<file path="src/sv/srsg_pkg.sv">
// Package for the session replay sequence gate: controller states and verdict codes.
package srsg_pkg;

    typedef enum logic [2:0] {
        ST_IDLE,
        ST_SCAN,
        ST_DRAIN,
        ST_DECIDE,
        ST_EMIT
    } state_t;

    typedef logic [1:0] verdict_t;

    localparam verdict_t VERDICT_OK      = 2'd0;
    localparam verdict_t VERDICT_RETIRED = 2'd1;
    localparam verdict_t VERDICT_STALE   = 2'd2;
    localparam verdict_t VERDICT_UNUSED  = 2'd3;

endpackage

</file>
<file path="src/sv/session_replay_sequence_gate.sv">
// Session replay sequence gate: anti-replay filter over retired sessions and per-stream sequences.
//
// Each input transfer carries a 64-bit session identifier, a stream number and a 32-bit
// sequence number, and produces exactly one output transfer with an accept flag and a verdict
// (0 accepted, 1 retired session, 2 sequence not newer). The block handles one frame at a
// time. From the input transfer until the verdict is presented, the single read port of the
// retired-session memory is walked from entry 0 upwards, then the last compare is finished and
// the stream record read, the controller decides and writes back, and the output register is
// loaded. A new frame is taken as soon as the controller is idle, even while the previous
// verdict still waits in the output register. The controller returns to idle between frames,
// but a verdict still held in the output register when the next one is ready keeps the
// controller in its emit state, with the new input refused, until that verdict is taken.
// Retired sessions live in a synchronous memory with per-entry present flags, so no clearing
// pass is needed after reset; the ring overwrites its oldest entry when full. Stream numbers
// at or above STREAM_COUNT are treated as stream 0. A change of session retires the active
// one and drops every stream record, after which any sequence is accepted on each stream;
// otherwise a sequence must be newer by 32-bit serial-number arithmetic.
module session_replay_sequence_gate #(
    parameter int STREAM_COUNT  = 4,
    parameter int RETIRED_DEPTH = 16
) (
    input  logic               clk,
    input  logic               rst_n,
    input  logic               in_valid,
    output logic               in_ready,
    input  logic [63:0]        frame_session,
    input  logic [7:0]         stream,
    input  logic [31:0]        sequence_req,
    output logic               out_valid,
    input  logic               out_ready,
    output logic               accepted,
    output srsg_pkg::verdict_t verdict
);
    import srsg_pkg::*;

    localparam int AW = (RETIRED_DEPTH > 1) ? $clog2(RETIRED_DEPTH) : 1;
    localparam int SW = (STREAM_COUNT > 1) ? $clog2(STREAM_COUNT) : 1;

    // Retired-session memory and the per-stream sequence memory.
    logic [63:0] retired_mem [RETIRED_DEPTH];
    logic [31:0] stream_mem  [STREAM_COUNT];

    state_t state_reg, state_next;

    // Control state.
    logic [RETIRED_DEPTH-1:0] present_reg;
    logic [STREAM_COUNT-1:0]  seen_reg;
    logic                     active_valid_reg;
    logic [AW-1:0]            retire_slot_reg;
    logic [AW-1:0]            scan_idx_reg;
    logic                     cmp_vld_reg;
    logic [AW-1:0]            cmp_idx_reg;
    logic                     hit_reg;
    logic                     out_valid_reg;

    // Payload registers.
    logic [63:0]   sid_reg;
    logic [SW-1:0] sidx_reg;
    logic [31:0]   seq_reg;
    logic [63:0]   active_session_reg;
    logic [63:0]   ret_rd_reg;
    logic [31:0]   str_rd_reg;
    verdict_t      verdict_reg;
    logic          accepted_reg;
    verdict_t      verdict_out_reg;

    logic          in_fire;
    logic          out_load;
    logic          entry_hit;
    logic          new_session;
    logic          seen_eff;
    logic [31:0]   seq_diff;
    logic          fresh;
    logic          ret_we;
    logic          str_we;
    logic [SW-1:0] in_sidx;

    assign in_ready  = (state_reg == ST_IDLE);
    assign in_fire   = in_valid && in_ready;
    assign out_valid = out_valid_reg;
    assign accepted  = accepted_reg;
    assign verdict   = verdict_out_reg;

    assign out_load = (state_reg == ST_EMIT) && (!out_valid_reg || out_ready);

    // Out-of-range stream numbers fold onto stream 0.
    assign in_sidx = (stream >= 8'(STREAM_COUNT)) ? '0 : SW'(stream);

    // A read issued in the previous cycle is compared now, gated by its present flag.
    assign entry_hit = cmp_vld_reg && present_reg[cmp_idx_reg] && (ret_rd_reg == sid_reg);

    // Decision terms, valid in the decide state.
    assign new_session = !active_valid_reg || (active_session_reg != sid_reg);
    assign seen_eff    = !new_session && seen_reg[sidx_reg];
    assign seq_diff    = seq_reg - str_rd_reg;
    assign fresh       = !seen_eff || ((seq_diff != 32'd0) && !seq_diff[31]);

    assign ret_we = (state_reg == ST_DECIDE) && !hit_reg && new_session && active_valid_reg;
    assign str_we = (state_reg == ST_DECIDE) && !hit_reg && fresh;

    always_comb
    begin
        state_next = state_reg;
        case (state_reg)
            ST_IDLE:
            begin
                if (in_fire)
                begin
                    state_next = ST_SCAN;
                end
            end
            ST_SCAN:
            begin
                if (scan_idx_reg == AW'(RETIRED_DEPTH - 1))
                begin
                    state_next = ST_DRAIN;
                end
            end
            ST_DRAIN:
            begin
                state_next = ST_DECIDE;
            end
            ST_DECIDE:
            begin
                state_next = ST_EMIT;
            end
            ST_EMIT:
            begin
                if (out_load)
                begin
                    state_next = ST_IDLE;
                end
            end
            default:
            begin
                state_next = ST_IDLE;
            end
        endcase
    end

    always_ff @(posedge clk or negedge rst_n)
    begin
        if (!rst_n)
        begin
            state_reg <= ST_IDLE;
        end
        else
        begin
            state_reg <= state_next;
        end
    end

    always_ff @(posedge clk or negedge rst_n)
    begin
        if (!rst_n)
        begin
            present_reg      <= '0;
            seen_reg         <= '0;
            active_valid_reg <= 1'b0;
            retire_slot_reg  <= '0;
            scan_idx_reg     <= '0;
            cmp_vld_reg      <= 1'b0;
            cmp_idx_reg      <= '0;
            hit_reg          <= 1'b0;
            out_valid_reg    <= 1'b0;
        end
        else
        begin
            cmp_vld_reg <= (state_reg == ST_SCAN);
            cmp_idx_reg <= scan_idx_reg;

            if (in_fire)
            begin
                hit_reg      <= 1'b0;
                scan_idx_reg <= '0;
            end
            else
            begin
                if (entry_hit)
                begin
                    hit_reg <= 1'b1;
                end
                if (state_reg == ST_SCAN)
                begin
                    scan_idx_reg <= scan_idx_reg + AW'(1);
                end
            end

            if ((state_reg == ST_DECIDE) && !hit_reg)
            begin
                if (ret_we)
                begin
                    present_reg[retire_slot_reg] <= 1'b1;
                    if (retire_slot_reg == AW'(RETIRED_DEPTH - 1))
                    begin
                        retire_slot_reg <= '0;
                    end
                    else
                    begin
                        retire_slot_reg <= retire_slot_reg + AW'(1);
                    end
                end
                active_valid_reg <= 1'b1;
                // A new session drops every stream record at once; its first frame is always
                // fresh, so only the record of this frame's stream is left marked.
                if (new_session)
                begin
                    seen_reg <= STREAM_COUNT'(1) << sidx_reg;
                end
                else if (fresh)
                begin
                    seen_reg[sidx_reg] <= 1'b1;
                end
            end

            if (out_load)
            begin
                out_valid_reg <= 1'b1;
            end
            else if (out_ready)
            begin
                out_valid_reg <= 1'b0;
            end
        end
    end

    always_ff @(posedge clk)
    begin
        if (in_fire)
        begin
            sid_reg  <= frame_session;
            sidx_reg <= in_sidx;
            seq_reg  <= sequence_req;
        end

        if ((state_reg == ST_DECIDE) && !hit_reg && new_session)
        begin
            active_session_reg <= sid_reg;
        end

        if (state_reg == ST_DECIDE)
        begin
            if (hit_reg)
            begin
                verdict_reg <= VERDICT_RETIRED;
            end
            else if (fresh)
            begin
                verdict_reg <= VERDICT_OK;
            end
            else
            begin
                verdict_reg <= VERDICT_STALE;
            end
        end

        if (out_load)
        begin
            verdict_out_reg <= verdict_reg;
            accepted_reg    <= (verdict_reg == VERDICT_OK);
        end
    end

    // Retired-session memory: one read a cycle during the walk, one write on retirement.
    always_ff @(posedge clk)
    begin
        if (ret_we)
        begin
            retired_mem[retire_slot_reg] <= active_session_reg;
        end
        ret_rd_reg <= retired_mem[scan_idx_reg];
    end

    // Stream sequence memory: read once the stream is known, written back on acceptance.
    always_ff @(posedge clk)
    begin
        if (str_we)
        begin
            stream_mem[sidx_reg] <= seq_reg;
        end
        str_rd_reg <= stream_mem[sidx_reg];
    end

endmodule

</file>
<file path="config.mk">
export PLATFORM = sky130hd
export DESIGN_NAME = session_replay_sequence_gate
export DESIGN_NICKNAME = d
export VERILOG_FILES = /design/src/sv/srsg_pkg.sv /design/src/sv/session_replay_sequence_gate.sv
export SDC_FILE = /design/constraint.sdc
export NUM_CORES = 2
export LEC_CHECK = 0
export ABC_AREA = 0
export ABC_CLOCK_PERIOD_IN_PS = 9500
export BUFFER_PORTS_ARGS = -buffer_cell sky130_fd_sc_hd__buf_4
export CORE_MARGIN = 1.5
export CORE_UTILIZATION = 40
export CTS_CLUSTER_DIAMETER = 200
export CTS_CLUSTER_SIZE = 30
export DETAILED_ROUTE_END_ITERATION = 6
export GPL_ROUTABILITY_DRIVEN = 0
export PLACE_DENSITY = 0.66
export SYNTH_ARGS = -nofsm -noshare
export SYNTH_HDL_FRONTEND = slang
export SYNTH_SLANG_ARGS = --single-unit
</file>
<file path="constraint.sdc">
create_clock -name clk -period 9.5 [get_ports clk]
set_input_delay 0.95 -clock clk [delete_from_list [all_inputs] [get_ports clk]]
set_output_delay 0.95 -clock clk [all_outputs]
set_load 0.01 [all_outputs]
</file>
Word-level counts from Yosys, hierarchy flattened
Memory sizes are Yosys's and may differ from the RTL's. A register that Yosys moved wholly into a read port is not among the register bits.
Cells that the tools add are included.
- add/subtract/negate cells: 3
- shift operators: 1
- bitwise logic cells: 2
- magnitude comparators: 6
- eq/ne operators: 11
- reduce and logical (&&, ||, !) cells: 31
- muxes and demuxes: 26
- operator list (kind ; count):
    == test 64 bit ; 1
    inequality test 64 bit ; 1
    nonzero test 32 bit ; 1
    subtractor 32 bit ; 1
    2-to-1 mux 4 bit ; 5
    OR 16 bit ; 1
    one-hot mux 3 bit (5 select lines) ; 1
    logical AND 1 bit ; 12
    2-to-1 mux 1 bit ; 12
    less-than comparator 4 x 5 -> 1 bit (second input constant) ; 2
    2-to-1 mux 3 bit ; 3
    adder 4 x 1 -> 4 bit (second input constant) ; 2
    == test 4 bit (second input constant) ; 2
    >= comparator 8 x 3 -> 1 bit (second input constant) ; 1
    nonzero test 2 bit ; 4
    == test 3 x 2 -> 1 bit (second input constant) ; 2
    zero test 1 bit ; 6
    binary-select mux 1 bit (select 4 bit) ; 1
    demux 1 bit (select 4 bit) ; 1
    >= comparator 4 x 1 -> 1 bit (second input constant) ; 1
    inequality test 2 bit (second input constant) ; 2
    OR 4 bit ; 1
    AND reduction 2 bit ; 2
    left shift 1 x 2 -> 4 bit (first input constant) ; 1
    12 further kinds ; 14
- bits in writable memories: 1152
- logic and storage cells: 99
- bits in registers: 206
- memories kept: 2
- input port bits: 108
- memories (memory ; words ; bits a word ; read ports ; clocked after memory_dff ; write ports ; RTL line ; text):
    retired_mem ; 16 ; 64 ; 1 ; 1 ; 1 ; session_replay_sequence_gate.sv:40 ; logic [63:0] retired_mem [RETIRED_DEPTH];
    stream_mem ; 4 ; 32 ; 1 ; 1 ; 1 ; session_replay_sequence_gate.sv:41 ; logic [31:0] stream_mem [STREAM_COUNT];

Logic depth before layout (Yosys ltp)
- word-level depth: 9
- depth in mapped cells: 12
- mapped depth without buffers: 12

Least setup slack after synthesis
No wires, ideal clock.
- kind: reg2reg
- from: reg active_session_reg[47]
- to: reg present_reg[3]
- arrival: 6572 ps
- period minus slack after synthesis: 6664 ps
- required time: 9408 ps
- buffers on the path: 0
- cell stages (with the launch flop): 10
- setup time: 92 ps
- path slack: 2836 ps
- cells stage by stage: edfxtp_1 > nand2b_1 > o2111ai_1 > or4_1 > or4_1 > o21ai_1 > nor2_1 > nand2_1 > nor3_1 > or2_2
- longest elaborated chain between the ends: 5
- ends and longest elaborated chain (element ; RTL line ; text):
    start: declaration ; session_replay_sequence_gate.sv:60 ; logic [63:0] active_session_reg;
    start signal: assignment ; session_replay_sequence_gate.sv:238 ; active_session_reg <= sid_reg;
    inequality test 64 bit ; session_replay_sequence_gate.sv:93 ; assign new_session = !active_valid_reg || (active_session_reg != sid_reg);
    logical OR 1 bit ; session_replay_sequence_gate.sv:93 ;
    logical AND 1 bit (2 in a row) ; session_replay_sequence_gate.sv:98 ; assign ret_we = (state_reg == ST_DECIDE) && !hit_reg && new_session && active_valid_reg;
    AND reduction 2 bit (no line) ; - ;
    end signal: assignment ; session_replay_sequence_gate.sv:157 ; present_reg <= '0;
    end signal: indexed assignment ; session_replay_sequence_gate.sv:193 ; present_reg[retire_slot_reg] <= 1'b1;
    end: declaration ; session_replay_sequence_gate.sv:46 ; logic [RETIRED_DEPTH-1:0] present_reg;
Every way passes these cells.
A chain may end at the register's enable or synchronous reset.

Worst setup path in the final report
- from: reg active_session_reg[41]
- to: mem retired_mem[15][38], enable pin
- longest elaborated chain between the ends: 6
- ends and longest elaborated chain (element ; RTL line ; text):
    inequality test 64 bit ; session_replay_sequence_gate.sv:93 ;
    logical OR 1 bit ; session_replay_sequence_gate.sv:93 ;
    logical AND 1 bit (2 in a row) ; session_replay_sequence_gate.sv:98 ;
    2-to-1 mux 1 bit ; session_replay_sequence_gate.sv:267 ; if (ret_we)
    2-to-1 mux 1 bit (not written as such) ; session_replay_sequence_gate.sv:269 ; retired_mem[retire_slot_reg] <= active_session_reg;
    end: declaration ; session_replay_sequence_gate.sv:40 ;
Every way passes these cells.

==> metrics.cfg <==
[die]
die_y_um=376
rows=136
die_x_um=376
initial_core_util_pct=40.4
die_area_um2=141000
core_um2=138000
io_pins=113

[timing]
rsz0062_at_grt=false
finalSetupViolCount=0
setup_tns_ps=0
relSlewSlack_pct=23.4
worstMarginPinSlew_ps=1150
finalHoldViolations=0
fmax_mhz=189
fin_crit_ps=5280
skew_ps=96.9
holdWs_ps=207
slew_violations=0
period_share_pct=55.6

[final_layout]
drive_gt1_share_pct=22.5
reg_top3=retired_mem: 1024 flops, stream_mem: 128 flops
area_growth_pct=8.59
top_register=retired_mem
fin_nets=2868
antenna_cells=0
largest_reg_flops=1024

[setup_path]
cp-startpoint=active_session_reg[41]
crit_type=flip-flop to flip-flop
regToRegStartpoint=active_session_reg[41]
max_stage_delay_ps=850
crit_top_cell=buf_4
crit_chain=nor2b_1, a2111oi_0, nand4_1, or4_1, o21ai_1, nor2_1, nand2_1, nor2_4, buf_4, buf_4
critPathSlowestCell=a2111oi_0
arrival_ps=5620
cp_max_fo=34
crit_path_start_kind=flip-flop
required_ps=9840
crit_path_end_kind=flip-flop
cp_num_buf_inv=2
cp_top_family=simple AND/OR/NAND/NOR gates

[power_and_ir_drop]
pwr_density_cell_nw_per_um2=230
switchingPower_w=0.00379
p_leak_nw=19.0
pwr-share-clk_pct=21.4
combPwrFrac_pct=22.4
vdd_drop_max_uv=281
switching_share_pct=27.2
p_int_w=0.0101
p_seq_share_pct=56.2

[clocking]
clockRootBuffer=clkbuf_16
cts.clk_slew.worst_paths_ps=110
clkLatencyLatePin_ps=750
cts_setup_buffers=0
cts_tree=yes
hold_buffers=0
post_cts_resized=0
clockBufferDepth=3
cts_num_sinks=1454
numCtsBuffers=54
h-tree-depth=2

[synth]
synthFlopType=edfxtp_1
synth.most_common_cell=edfxtp_1
yosysUniqueCellTypes=80
synth_edf_count=1319
synth_top_area_share_pct=71.2
ys_ff_latch=1454
synthTopCellsByArea=edfxtp_1, mux4_2, dfxtp_1
ys.warnings.count=0
synth.avg_cell_area_um2=21.2
ys_top_cells_by_count=edfxtp_1, mux4_2, dfxtp_1, clkbuf_1, inv_1
synth_nets=2767
netlist_area_um2=55600
yosysTopAreaCell=edfxtp_1
async_reset_ff_share_pct=2.68
seq_area_frac_synth_pct=76.4
synthCells=2622

[global_route]
grt_usage_pct=17.5
busiest_layer=met2
grt_pass1_wl_mm=181
antenna_found_initial=1
use_met2_pct=29.2
use_met3_pct=1.84
grt_max_degree=106
grt_pass1_vias=25900
grt.overflow.total=0
grtUsageMet1_pct=24.5

[placement]
dp_hpwl_mm=73.4
port-buffer-count=112

[detailed_routing]
drc=0
wl_per_cell_um=27.2
ant_nets=0
wl_mm=124
vias=25800
drt_pass1_iterations=5
drt_iter0_drc=2516
viasPerCell=5.66

[job]
drv_cap=0

[hold_path]
hold_class=primary input to async pin

[run_status]
status=finished clean

==> through the flow <==
stage / util (%) / total power (W) / cell area (µm²) / worst slack [ps] / std cells
floorplan: - / 0.0102 / 55600 / 2840 / 2622
global placement: 42.7 / 0.0111 / 58800 / 4360 / 4461
detailed placement: 42.7 / 0.0111 / 58800 / 4360 / 4461
CTS: 43.9 / 0.0140 / 60400 / 4260 / 4562
global route: 43.9 / 0.0145 / 60400 / 3920 / 4562
finish: 43.9 / 0.0139 / 60400 / 4220 / 4562
==> worst paths after layout <==
check	end	slack, ps	cells past startpoint
min	scan_idx_reg[2]	210	1
max in group asynchronous	scan_idx_reg[3]	8830	1
min in group clk	sid_reg[20]	380	1
min reg2reg	active_session_reg[22]	470	0
max	retired_mem[15][38]	4220	10
max reg2reg	retired_mem[15][38]	4220	10
==> power groups by stage <==
stage	registers [W]	clock network [W]	logic, W
6_report	0.00782	0.00298	0.00312
5_1_grt	0.00788	0.00323	0.00334
4_1_cts	0.00783	0.00304	0.00317
3_5_place_dp	0.00797	0	0.00316
3_3_place_gp	0.00797	0	0.00315
2_1_floorplan	0.00765	0	0.00252
==> worst reg2reg max path, stage by stage, from the launching register on <==
cell	delay (ps)
edfxtp_1	610
nor2b_1	240
a2111oi_0	850
nand4_1	250
or4_1	550
o21ai_1	640
nor2_1	330
nand2_1	410
nor2_4	220
buf_4	330
buf_4	440
==> area by class of cell <==
| cell class | instances | area (µm²) |
|---|---|---|
| clock inverters | 4 | 96.3 |
| clock buffers | 97 | 1510 |
| flip-flops and latches | 1454 | 42500 |
| fillers | 11600 | 77300 |
| repair buffers | 153 | 1170 |
| inverters | 74 | 280 |
| well taps | 1794 | 2240 |
| multi-input cells | 986 | 12600 |
==> logic make-up (layout without fill, tap and decap cells) <==
| kind of cell | count (synthesis) | in the layout | synth area share, % |
|---|---|---|---|
| buf+inv | 182 | 328 | 1.24 |
| flops | 1454 | 1454 | 76.4 |
| compound gates | 186 | 186 | 2.45 |
| xor+xnor | 97 | 97 | 1.53 |
| fa+ha+maj | 37 | 37 | 0.846 |
| simple gates | 302 | 302 | 2.95 |
| mux | 364 | 364 | 14.6 |
==> placed cells by master, fill, tap and decap left out, types with 6 or more instances in the layout <==
cell       count
a2111oi_0      6
a211oi_1       7
a21o_1        10
a21oi_1       34
a221oi_1       7
a31oi_1        9
and3_1         8
buf_4        151
clkbuf_1      43
clkbuf_16     54
dfrtp_1       35
dfxtp_1       96
edfxtp_1    1319
ha_1          36
inv_1         73
mux4_2       357
nand2_1       56
nand2b_1      29
nand3_1       20
nand4_1       30
nor2_1        37
nor2_4        16
nor2b_1       19
nor3_1        14
nor4_1        19
o2111ai_1     12
o211ai_1       7
o21ai_0       27
o21ai_1        6
o22ai_1        7
or2_2         16
or3_1          8
xnor2_1       48
xor2_1        49
==> metal layers <==
metal  wire (µm)  share of wire (%)
met5           0                  0
met4        3160                2.5
met3        6980                5.6
met2       61300                 49
met1       52500                 42
(Power assumes the default switching activity.)
